==> config.mk <==
export PLATFORM = sky130hd
export DESIGN_NAME = sorted_keyed_score_table_unit
export DESIGN_NICKNAME = d
export VERILOG_FILES = /design/src/skst_pkg.sv /design/src/sorted_keyed_score_table_unit.sv /design/src/skst_cell.sv
export SDC_FILE = /design/constraint.sdc
export NUM_CORES = 1
export LEC_CHECK = 0
export ABC_AREA = 1
export BUFFER_PORTS_ARGS = -buffer_cell sky130_fd_sc_hd__buf_2
export CAP_MARGIN = 20
export CORE_MARGIN = 2
export CORE_UTILIZATION = 30
export DETAILED_ROUTE_END_ITERATION = 10
export PLACE_DENSITY = 0.45
export SYNTH_ARGS = -nofsm -noshare
export SYNTH_HDL_FRONTEND = slang
export SYNTH_SLANG_ARGS = --single-unit
==> constraint.sdc <==
create_clock -name aclk -period 17.45 [get_ports aclk]
set_input_delay 0 -clock aclk [delete_from_list [all_inputs] [get_ports aclk]]
set_output_delay 0 -clock aclk [all_outputs]
set_load 0.01 [all_outputs]
==> src/skst_pkg.sv <==
package skst_pkg;

    localparam int TABLE_DEPTH = 8;
    localparam int CNT_W       = $clog2(TABLE_DEPTH + 1);

    localparam int MODE_W   = 2;
    localparam int KEY_W    = 32;
    localparam int SCORE_W  = 16;
    localparam int INDEX_W  = 3;
    localparam int STATUS_W = 3;
    localparam int POS_W    = 3;
    localparam int COUNT_W  = 4;

    localparam int S_FIELDS_W = MODE_W + KEY_W + SCORE_W + INDEX_W;
    localparam int M_FIELDS_W = STATUS_W + POS_W + KEY_W + SCORE_W + COUNT_W;
    localparam int S_TDATA_W  = ((S_FIELDS_W + 7) / 8) * 8;
    localparam int M_TDATA_W  = ((M_FIELDS_W + 7) / 8) * 8;

    localparam logic [MODE_W-1:0] MODE_INSERT = 2'd0;
    localparam logic [MODE_W-1:0] MODE_DELETE = 2'd1;
    localparam logic [MODE_W-1:0] MODE_UPDATE = 2'd2;
    localparam logic [MODE_W-1:0] MODE_READ   = 2'd3;

    localparam logic [STATUS_W-1:0] STATUS_OK      = 3'd0;
    localparam logic [STATUS_W-1:0] STATUS_FULL    = 3'd1;
    localparam logic [STATUS_W-1:0] STATUS_DUP     = 3'd2;
    localparam logic [STATUS_W-1:0] STATUS_EMPTY   = 3'd3;
    localparam logic [STATUS_W-1:0] STATUS_MISSING = 3'd4;
    localparam logic [STATUS_W-1:0] STATUS_RANGE   = 3'd5;

    typedef struct packed {
        logic [KEY_W-1:0]   key;
        logic [SCORE_W-1:0] score;
    } skst_entry_t;

    typedef struct packed {
        logic               capture;
        logic [KEY_W-1:0]   cmp_key;
        logic [SCORE_W-1:0] cmp_score;
        logic               write;
        logic               del_en;
        logic               ins_en;
        skst_entry_t        new_entry;
    } skst_ctl_t;

endpackage

==> src/sorted_keyed_score_table_unit.sv <==
// Sorted table of up to TABLE_DEPTH unique 32-bit keys with signed 16-bit scores, kept in
// descending score order with ties in arrival order. Each entry lives in one cell of a chain;
// on the accept edge every cell compares its key and score with the incoming beat; then, once
// the output register is free, all cells shift toward or away from their neighbors at once and
// the result is loaded into the output register in the same cycle. A new beat is taken only
// once the previous result is loaded, which waits while m_tready low holds a result there.
// The table needs no clearing after reset; the entry count starts at zero.
module sorted_keyed_score_table_unit (
    input  logic                            aclk,
    input  logic                            aresetn,
    input  logic                            s_tvalid,
    output logic                            s_tready,
    // mode[1:0], key[33:2], score[49:34], index[52:50]
    input  logic [skst_pkg::S_TDATA_W-1:0]  s_tdata,
    output logic                            m_tvalid,
    input  logic                            m_tready,
    // status[2:0], position[5:3], key_out[37:6], score_out[53:38], entry_count[57:54]
    output logic [skst_pkg::M_TDATA_W-1:0]  m_tdata
);
    import skst_pkg::*;

    localparam logic ST_IDLE  = 1'b0;
    localparam logic ST_APPLY = 1'b1;

    logic                 state_reg;
    logic                 state_next;
    logic [CNT_W-1:0]     count_reg;
    logic [CNT_W-1:0]     count_next;
    logic                 m_tvalid_reg;
    logic                 m_tvalid_next;
    logic [M_TDATA_W-1:0] m_tdata_reg;
    logic [M_TDATA_W-1:0] m_tdata_next;

    logic [MODE_W-1:0]    op_mode_reg;
    logic [KEY_W-1:0]     op_key_reg;
    logic [SCORE_W-1:0]   op_score_reg;
    logic [INDEX_W-1:0]   op_index_reg;

    logic [MODE_W-1:0]    in_mode;
    logic [KEY_W-1:0]     in_key;
    logic [SCORE_W-1:0]   in_score;
    logic [INDEX_W-1:0]   in_index;

    skst_ctl_t            ctl;
    skst_entry_t          e_v [TABLE_DEPTH];
    skst_entry_t          r_v [TABLE_DEPTH];
    logic [TABLE_DEPTH-1:0] valid_v;
    logic [TABLE_DEPTH-1:0] ge_v;
    logic [TABLE_DEPTH-1:0] match_v;
    logic [TABLE_DEPTH-1:0] below_v;
    logic [TABLE_DEPTH-1:0] lt_v;
    logic [TABLE_DEPTH-1:0] at_v;

    logic                 s_beat;
    logic                 out_free;
    logic                 found;
    logic                 op_ok;
    logic                 del_en;
    logic                 ins_en;
    logic [STATUS_W-1:0]  status;
    logic [POS_W-1:0]     position;
    logic [POS_W-1:0]     p_pos;
    logic [POS_W-1:0]     q_pos;
    skst_entry_t          rd_ent;
    skst_entry_t          out_ent;

    assign in_mode  = s_tdata[MODE_W-1:0];
    assign in_key   = s_tdata[MODE_W +: KEY_W];
    assign in_score = s_tdata[MODE_W+KEY_W +: SCORE_W];
    assign in_index = s_tdata[MODE_W+KEY_W+SCORE_W +: INDEX_W];

    assign s_tready = (state_reg == ST_IDLE);
    assign s_beat   = s_tvalid && s_tready;
    assign out_free = !m_tvalid_reg || m_tready;

    genvar gi;
    generate
        for (gi = 0; gi < TABLE_DEPTH; gi++) begin : g_cell
            assign valid_v[gi] = (count_reg > CNT_W'(gi));
            if (gi == 0) begin : g_first
                if (TABLE_DEPTH == 1) begin : g_only
                    skst_cell u_cell (
                        .aclk(aclk), .ctl(ctl), .valid(valid_v[gi]),
                        .prev_r(e_v[gi]), .prev_below(1'b1), .prev_lt(1'b1),
                        .next_e(e_v[gi]), .next_ge(1'b0),
                        .e_out(e_v[gi]), .r_out(r_v[gi]), .ge_out(ge_v[gi]),
                        .match_out(match_v[gi]), .below_out(below_v[gi]),
                        .lt_out(lt_v[gi]), .at_out(at_v[gi])
                    );
                end else begin : g_head
                    skst_cell u_cell (
                        .aclk(aclk), .ctl(ctl), .valid(valid_v[gi]),
                        .prev_r(e_v[gi]), .prev_below(1'b1), .prev_lt(1'b1),
                        .next_e(e_v[gi+1]), .next_ge(ge_v[gi+1]),
                        .e_out(e_v[gi]), .r_out(r_v[gi]), .ge_out(ge_v[gi]),
                        .match_out(match_v[gi]), .below_out(below_v[gi]),
                        .lt_out(lt_v[gi]), .at_out(at_v[gi])
                    );
                end
            end else if (gi == TABLE_DEPTH - 1) begin : g_last
                skst_cell u_cell (
                    .aclk(aclk), .ctl(ctl), .valid(valid_v[gi]),
                    .prev_r(r_v[gi-1]), .prev_below(below_v[gi-1]), .prev_lt(lt_v[gi-1]),
                    .next_e(e_v[gi]), .next_ge(1'b0),
                    .e_out(e_v[gi]), .r_out(r_v[gi]), .ge_out(ge_v[gi]),
                    .match_out(match_v[gi]), .below_out(below_v[gi]),
                    .lt_out(lt_v[gi]), .at_out(at_v[gi])
                );
            end else begin : g_mid
                skst_cell u_cell (
                    .aclk(aclk), .ctl(ctl), .valid(valid_v[gi]),
                    .prev_r(r_v[gi-1]), .prev_below(below_v[gi-1]), .prev_lt(lt_v[gi-1]),
                    .next_e(e_v[gi+1]), .next_ge(ge_v[gi+1]),
                    .e_out(e_v[gi]), .r_out(r_v[gi]), .ge_out(ge_v[gi]),
                    .match_out(match_v[gi]), .below_out(below_v[gi]),
                    .lt_out(lt_v[gi]), .at_out(at_v[gi])
                );
            end
        end
    endgenerate

    // position encoders and read select
    always_comb begin
        p_pos  = '0;
        q_pos  = '0;
        rd_ent = '0;
        for (int i = 0; i < TABLE_DEPTH; i++) begin
            if (match_v[i]) begin
                p_pos = p_pos | POS_W'(i);
            end
            if (at_v[i]) begin
                q_pos = q_pos | POS_W'(i);
            end
            if (int'(op_index_reg) == i) begin
                rd_ent = e_v[i];
            end
        end
    end

    assign found = |match_v;

    always_comb begin
        status     = STATUS_OK;
        position   = '0;
        out_ent    = '0;
        count_next = count_reg;
        del_en     = 1'b0;
        ins_en     = 1'b0;
        case (op_mode_reg)
            MODE_INSERT: begin
                if (int'(count_reg) >= TABLE_DEPTH) begin
                    status = STATUS_FULL;
                end else if (found) begin
                    status = STATUS_DUP;
                end else begin
                    ins_en     = 1'b1;
                    position   = q_pos;
                    count_next = count_reg + CNT_W'(1);
                end
            end
            MODE_DELETE, MODE_UPDATE: begin
                if (count_reg == '0) begin
                    status = STATUS_EMPTY;
                end else if (!found) begin
                    status = STATUS_MISSING;
                end else if (op_mode_reg == MODE_DELETE) begin
                    del_en     = 1'b1;
                    position   = p_pos;
                    count_next = count_reg - CNT_W'(1);
                end else begin
                    del_en     = 1'b1;
                    ins_en     = 1'b1;
                    position   = q_pos;
                end
            end
            MODE_READ: begin
                if (int'(op_index_reg) >= int'(count_reg) || int'(op_index_reg) >= TABLE_DEPTH)
                begin
                    status = STATUS_RANGE;
                end else begin
                    position = op_index_reg;
                    out_ent  = rd_ent;
                end
            end
            default: begin
                status = STATUS_OK;
            end
        endcase
    end

    assign op_ok = (status == STATUS_OK) && (op_mode_reg != MODE_READ);

    assign ctl.capture   = s_beat;
    assign ctl.cmp_key   = in_key;
    assign ctl.cmp_score = (in_mode == MODE_UPDATE || in_mode == MODE_INSERT) ? in_score : '0;
    assign ctl.write     = (state_reg == ST_APPLY) && out_free && op_ok;
    assign ctl.del_en    = del_en;
    assign ctl.ins_en    = ins_en;
    assign ctl.new_entry = '{key: op_key_reg, score: op_score_reg};

    always_comb begin
        state_next    = state_reg;
        m_tvalid_next = m_tvalid_reg;
        m_tdata_next  = m_tdata_reg;
        if (m_tready) begin
            m_tvalid_next = 1'b0;
        end
        case (state_reg)
            ST_IDLE: begin
                if (s_beat) begin
                    state_next = ST_APPLY;
                end
            end
            ST_APPLY: begin
                if (out_free) begin
                    state_next    = ST_IDLE;
                    m_tvalid_next = 1'b1;
                    m_tdata_next  = {{(M_TDATA_W - M_FIELDS_W){1'b0}},
                                     COUNT_W'(op_ok ? count_next : count_reg),
                                     out_ent.score, out_ent.key, position, status};
                end
            end
            default: begin
                state_next = ST_IDLE;
            end
        endcase
    end

    always_ff @(posedge aclk) begin
        if (!aresetn) begin
            state_reg    <= ST_IDLE;
            count_reg    <= '0;
            m_tvalid_reg <= 1'b0;
        end else begin
            state_reg    <= state_next;
            m_tvalid_reg <= m_tvalid_next;
            if (ctl.write) begin
                count_reg <= count_next;
            end
        end
    end

    always_ff @(posedge aclk) begin
        m_tdata_reg <= m_tdata_next;
        if (s_beat) begin
            op_mode_reg  <= in_mode;
            op_key_reg   <= in_key;
            op_score_reg <= in_score;
            op_index_reg <= in_index;
        end
    end

    assign m_tvalid = m_tvalid_reg;
    assign m_tdata  = m_tdata_reg;

    // keys are unique, so at most one cell can match
    assert property (@(posedge aclk) disable iff (!aresetn)
        (state_reg == ST_APPLY) |-> $onehot0(match_v))
        else $error("more than one cell matched the key");

    assert property (@(posedge aclk) disable iff (!aresetn)
        int'(count_reg) <= TABLE_DEPTH)
        else $error("entry count beyond table depth");

    // a table change always goes with a result beat loaded
    assert property (@(posedge aclk) disable iff (!aresetn)
        ctl.write |=> m_tvalid)
        else $error("table written without a result beat");

    // the insertion point is unique whenever an insert is applied
    assert property (@(posedge aclk) disable iff (!aresetn)
        ctl.write && ctl.ins_en |-> $onehot(at_v))
        else $error("insert point not unique");

endmodule

==> src/skst_cell.sv <==
module skst_cell (
    input  logic                 aclk,
    input  skst_pkg::skst_ctl_t  ctl,
    input  logic                 valid,
    input  skst_pkg::skst_entry_t prev_r,
    input  logic                 prev_below,
    input  logic                 prev_lt,
    input  skst_pkg::skst_entry_t next_e,
    input  logic                 next_ge,
    output skst_pkg::skst_entry_t e_out,
    output skst_pkg::skst_entry_t r_out,
    output logic                 ge_out,
    output logic                 match_out,
    output logic                 below_out,
    output logic                 lt_out,
    output logic                 at_out
);
    import skst_pkg::*;

    skst_entry_t ent_reg;
    skst_entry_t ent_next;
    logic        match_reg;
    logic        ge_reg;
    logic        below;
    logic        rge;
    skst_entry_t r_ent;

    // removal view: entries before the removed one keep place, the rest move up
    assign below = prev_below && !(ctl.del_en && match_reg);
    assign r_ent = below ? ent_reg : next_e;
    assign rge   = below ? ge_reg : next_ge;

    // insertion view on top of the removal view
    assign lt_out = !ctl.ins_en || rge;
    assign at_out = ctl.ins_en && !rge && prev_lt;

    always_comb begin
        if (lt_out) begin
            ent_next = r_ent;
        end else if (at_out) begin
            ent_next = ctl.new_entry;
        end else begin
            ent_next = prev_r;
        end
    end

    always_ff @(posedge aclk) begin
        if (ctl.write) begin
            ent_reg <= ent_next;
        end
        if (ctl.capture) begin
            match_reg <= valid && (ent_reg.key == ctl.cmp_key);
            ge_reg    <= valid && ($signed(ent_reg.score) >= $signed(ctl.cmp_score));
        end
    end

    assign e_out     = ent_reg;
    assign r_out     = r_ent;
    assign ge_out    = ge_reg;
    assign match_out = match_reg;
    assign below_out = below;

endmodule

# Word level (Yosys, flattened, before mapping)
# Cells that the tools add are included.
[classes] bitwise_logic=3 order_cmp=18 n_addsub=2 reduce_logical=90 eq_ne=20 muxes=88
[op_table] cell="2-to-1 mux 48 bit" count=30
[op_table] cell="equality test 32 bit" count=8
[op_table] cell="greater-or-equal comparator 16 bit" count=8
[op_table] cell="2-to-1 mux 3 bit" count=17
[op_table] cell="logical AND 1 bit" count=50
[op_table] cell="2-to-1 mux 4 bit" count=6
[op_table] cell="2-to-1 mux 1 bit" count=23
[op_table] cell="zero test 1 bit" count=18
[op_table] cell="case mux 3 bit (3 select lines)" count=2
[op_table] cell="greater-than comparator 4 x 3 -> 1 bit, second input constant" count=4
[op_table] cell="2-to-1 mux 16 bit" count=1
[op_table] cell="equality test 3 bit, second input constant" count=4
[op_table] cell="2-to-1 mux 2 bit" count=6
[op_table] cell="logical OR 1 bit" count=10
[op_table] cell="greater-than comparator 4 x 1 -> 1 bit, second input constant" count=2
[op_table] cell="greater-than comparator 4 x 2 -> 1 bit, second input constant" count=2
[op_table] cell="case mux 4 bit (2 select lines)" count=1
[op_table] cell="OR reduction 8 bit" count=1
[op_table] cell="equality test 2 bit, second input constant" count=3
[op_table] cell="equality test 3 x 2 -> 1 bit, second input constant" count=2
[op_table] cell="zero test 3 bit" count=2
[op_table] cell="AND reduction 2 bit" count=3
[op_table] cell="adder 4 x 1 -> 4 bit, second input constant" count=1
[op_table] cell="greater-or-equal comparator 3 x 4 -> 1 bit" count=1
[op_table] cell="other kinds (11)" count=16
[word_totals] reg_bits=517 elab_cells=262 output_inout_bits=66 inputBits=60

# Logic depth before layout (Yosys ltp)
[depth] ltp_word=22 ltp_mapped=17 ltp_nobuf=16

# Hierarchy
# From an unflattened synthesis, not the netlist that was laid out.
[unflattened] cells_unflattened=5634 area_unflattened_um2=39499.1
[modules_own_cells] module="skst_cell at g_cell[3].g_mid.u_cell ..." cells_each=582 seq_area_each_um2=1501.4 area_per_inst_um2=3973.8 instances=5
[modules_own_cells] module="skst_cell at g_cell[0].g_first.g_head.u_cell ..." cells_each=579 seq_area_each_um2=1501.4 area_per_inst_um2=3965.1 instances=3
[modules_own_cells] module="sorted_keyed_score_table_unit" cells_each=987 seq_area_each_um2=3453.3 area_per_inst_um2=7734.9 instances=1

# Worst setup path before layout
# OpenSTA, ideal clock, no wires.
[synth_timing] path_kind="flip-flop to flip-flop" from="register m_tvalid_reg, in the netlist m_tvalid" to="register g_cell[0].g_first.g_head.u_cell.ent_reg, in the netlist g_cell[0].g_first.g_head.u_cell.e_out[0] (enable)" required_ps=16762 setup_time_ps=688 arrival_ps=8591 stages_incl_launch_ff=6 slack_ps=8171 cell_sequence="dfxtp_1 -> nand2_1 -> nand2_1 -> inv_1 -> nand2_1 -> inv_1"
[synth_rtl] element="start: declaration" line="sorted_keyed_score_table_unit.sv:29" source="logic m_tvalid_reg;"
[synth_rtl] element="start signal: assignment" line="sorted_keyed_score_table_unit.sv:236" source="m_tvalid_reg <= m_tvalid_next;"
[synth_rtl] element="end signal: assignment" line="skst_cell.sv:49" source="ent_reg <= ent_next;"
[synth_rtl] element="end: declaration" line="skst_cell.sv:20" source="skst_entry_t ent_reg;"

==> impl_results.md <==
* Most common cell after layout, fill and taps aside: nand2_1
* Number of synthesis warnings at 0
* Floorplan die height at 352 µm
* Die area at about 120,000 µm²
* Max-slew headroom at the worst pin at 0.166
* Total congestion overflow at 0
* Buffer levels on the longest clock path at 3
* Clock period minus final worst setup slack at between 5000 and 6000 ps
* Iteration-0 DRC Markers at around 4,700
* Worst-case clock skew at 29.8 ps
* WL/cell at 28.2 µm
* Sequential cell area at 15,500 µm²
* Number of port buffers at 116
* Max IR drop VDD at ~0.07 mV
* Mapped Avg Cell Area at approximately 8 µm²
* CP Data Required Time at between 15,000 and 20,000 ps
* Final Hold Violating Endpoints at 0
* Core Box Area at 120,000 µm²
* Fillers at between 10,000 and 15,000
* Initial standard-cell utilization of the core at 0.303
* Final Cycle Share at 0.312
* GRT Overall Usage at 0.281
* Largest stage delay on the critical path at ~1100 ps
* Final number of setup-violating endpoints at 0
* Number of design rule violations left after detail routing at 0
* CTS buffer count at roughly 70
* Cell area after placement at 38,300 µm²
* Data arrival at the endpoint of the critical path at between 5000 and 6000 ps
* Achievable frequency at roughly 0.18 GHz
* Critical path capture point type: register
* Seq/Total Area, Yosys at 0.426
* Half-perimeter wire length after placement at between 100 and 150 mm
* Max Cap Viol at 0
* Path class of the lowest-slack min-delay path: in -> reg
* Overall routed net length at around 180 mm
* CTS sink count at between 500 and 600
* Unrepaired setup endpoints after global routing: no
* Width of the chip at about 350 µm
* Cell with the largest stage delay on the worst path: nor2_4
* Largest fanout on the critical path at between 60 and 70
* Flip-flop cell with the highest count after synthesis: edfxtp_1
* Type of the setup path with the least slack: reg -> reg
* Resize count post-CTS at 0
* First drt pass iteration count at 6
* Number of nets at the end of the flow at between 4,000 and 5,000
* CTS H-tree lvls at 3
* Cell-by-cell listing of the critical path: inv_1 -> ha_1 -> nand2_2 -> nand2_2 -> nor2_4 -> nand2_4 -> nand2_1 -> nand2_4 -> nor2_4 -> buf_4 -> o21ai_0
* Total buffers and inverters traversed by the critical path at 2
* Kind of start point of the critical path: register
* Count of hold-fix buffers inserted at cts at 56
* Per-cell via count in the routed design at 5.62
* Fraction of final layout cells sized beyond drive strength 1 at 0.0711
* Worst-Skew Late Latency at ~660 ps
* First-pass GRT wire length at 247 mm
* Post-CTS repair timing setup buffer count at 0
* Total vias in the final route at 35,400
* Netlist cell types at 53
* Post-route setup TNS at 0 ps
* Count of flip-flops with a built-in enable after synthesis at between 500 and 600
* Area added between synthesis and finish at 13.3%
* Worst Max-Slew Pin Slew at about 1300 ps
* Final hold slack at between 70 and 80 ps
* Final standard cell area without fillers at 41,100 µm²
* Power Total at 3570 µW
* Clock tree from TritonCTS: built
* Number of global-route vias before repair at about 32,000
* Clock input transition at the sequential cells of the worst setup and hold paths at roughly 60 ps
* Outcome: completed
* Gate family responsible for the most delay along the worst path: simple AND/OR/NAND/NOR gates
* Routability-driven placement congestion ratio at between 1 and 1.5
* Areal power density over the cells at between 80 and 90 nW/µm²
* Remaining antenna violation count at 0
* Number of placed I/O pins at between 100 and 150
* Largest register FFs at ~290
* Initial antenna violation count at 10
* Maximum number of pins on one net before global-route repair at approximately 150
* Row cnt at about 130
* Max Slew Vio Count at 0
* Cell count after synthesis at ~4,600
* Clock tree root buffer cell: clkbuf_16
* Count of state elements after synthesis at 517
* Area taken by multi-input logic gates at approximately 18,000 µm²
* Commonest cells after routing, fill and taps aside: nand2_1 (1,189), o21ai_0 (644), inv_1 (555)
* Leakage power summed over all cells at 0.0170 µW
* Netlist area before placement at ~36,000 µm²
* Fraction of synthesis flops using an asynchronous set or reset pin at 0
worst reg2reg max path, stage by stage (launching register included):
cell     delay, ps
dfxtp_1        500
inv_1          180
ha_1           380
nand2_2        220
nand2_2        140
nor2_4         280
nand2_4        370
nand2_1        240
nand2_4        490
nor2_4        1070
buf_4          940
o21ai_0        310
where the power goes:
group	switching [µW]	internal (µW)	total, µW
sequential	40.5	1430	1470
combinational	458	165	623
clock	620	860	1480
per-layer routing:
layer  vias to the layer above  GRT usage  part of all wire
met5                         -          0           0.00045
met4                        12      0.106             0.040
met3                       328     0.0484             0.094
met2                      1802      0.427              0.43
met1                     17200      0.398              0.44
li1                      16100          -                 -
per-stage QoR:
step	setup WS (ps)	utilization	std cells
after floorplan	8170	-	4629
after global placement	12100	0.319	6118
after global routing	11770	0.343	6295
after detailed placement	12010	0.319	6118
after CTS	12000	0.343	6295
final	12010	0.343	6297
logic make-up (layout without fill, tap and decap cells):
logic type,Yosys count,count (layout),synth area share
DFF,517,517,0.426
adders and majority gates,138,138,0.0476
AOI/OAI and AO/OA,1359,1359,0.223
and+or+nand+nor,1636,1636,0.182
xor gates and xnor gates,114,114,0.0275
other,1,8,0.000103
buffers and inverters,859,913,0.0929
worst paths after layout:
kind	from	endpoint	slack, ps	cells after the start
setup / recovery	count_reg[0]	g_cell[4].g_mid.u_cell.e_out[1]	12010	11
hold / removal	s_tdata[1]	op_mode_reg[1]	70	2
setup reg to reg	count_reg[0]	g_cell[4].g_mid.u_cell.e_out[1]	12010	11
hold reg to reg	m_tvalid	m_tvalid	510	2
cells in the mapped netlist, types with 26 or more instances:
master / n / area (µm²)
a21oi_1: 186 / 931
buf_2: 70 / 350
clkbuf_1: 197 / 739
edfxtp_1: 511 / 15300
ha_1: 138 / 1730
inv_1: 561 / 2110
nand2_1: 1198 / 4500
nand3_1: 75 / 375
nand4_1: 58 / 363
nor2_1: 217 / 815
nor4_1: 26 / 163
o211ai_1: 146 / 1100
o21a_1: 57 / 428
o21ai_0: 645 / 3230
o221ai_1: 75 / 657
o22ai_1: 131 / 820
xnor2_1: 65 / 569
xor2_1: 49 / 429
cell type report:
cell class / count / share of cell area
Antenna cell: 2 / 0.000122
Tap cell: 1612 / 0.0490
Inverter: 564 / 0.0518
Clock buffer: 83 / 0.0451
Sequential cell: 517 / 0.376
Multi-Input combinational cell: 3253 / 0.430
Timing Repair Buffer: 228 / 0.0383
Clock inverter: 38 / 0.00928
Note: power is estimated with default switching activity, not from simulation.
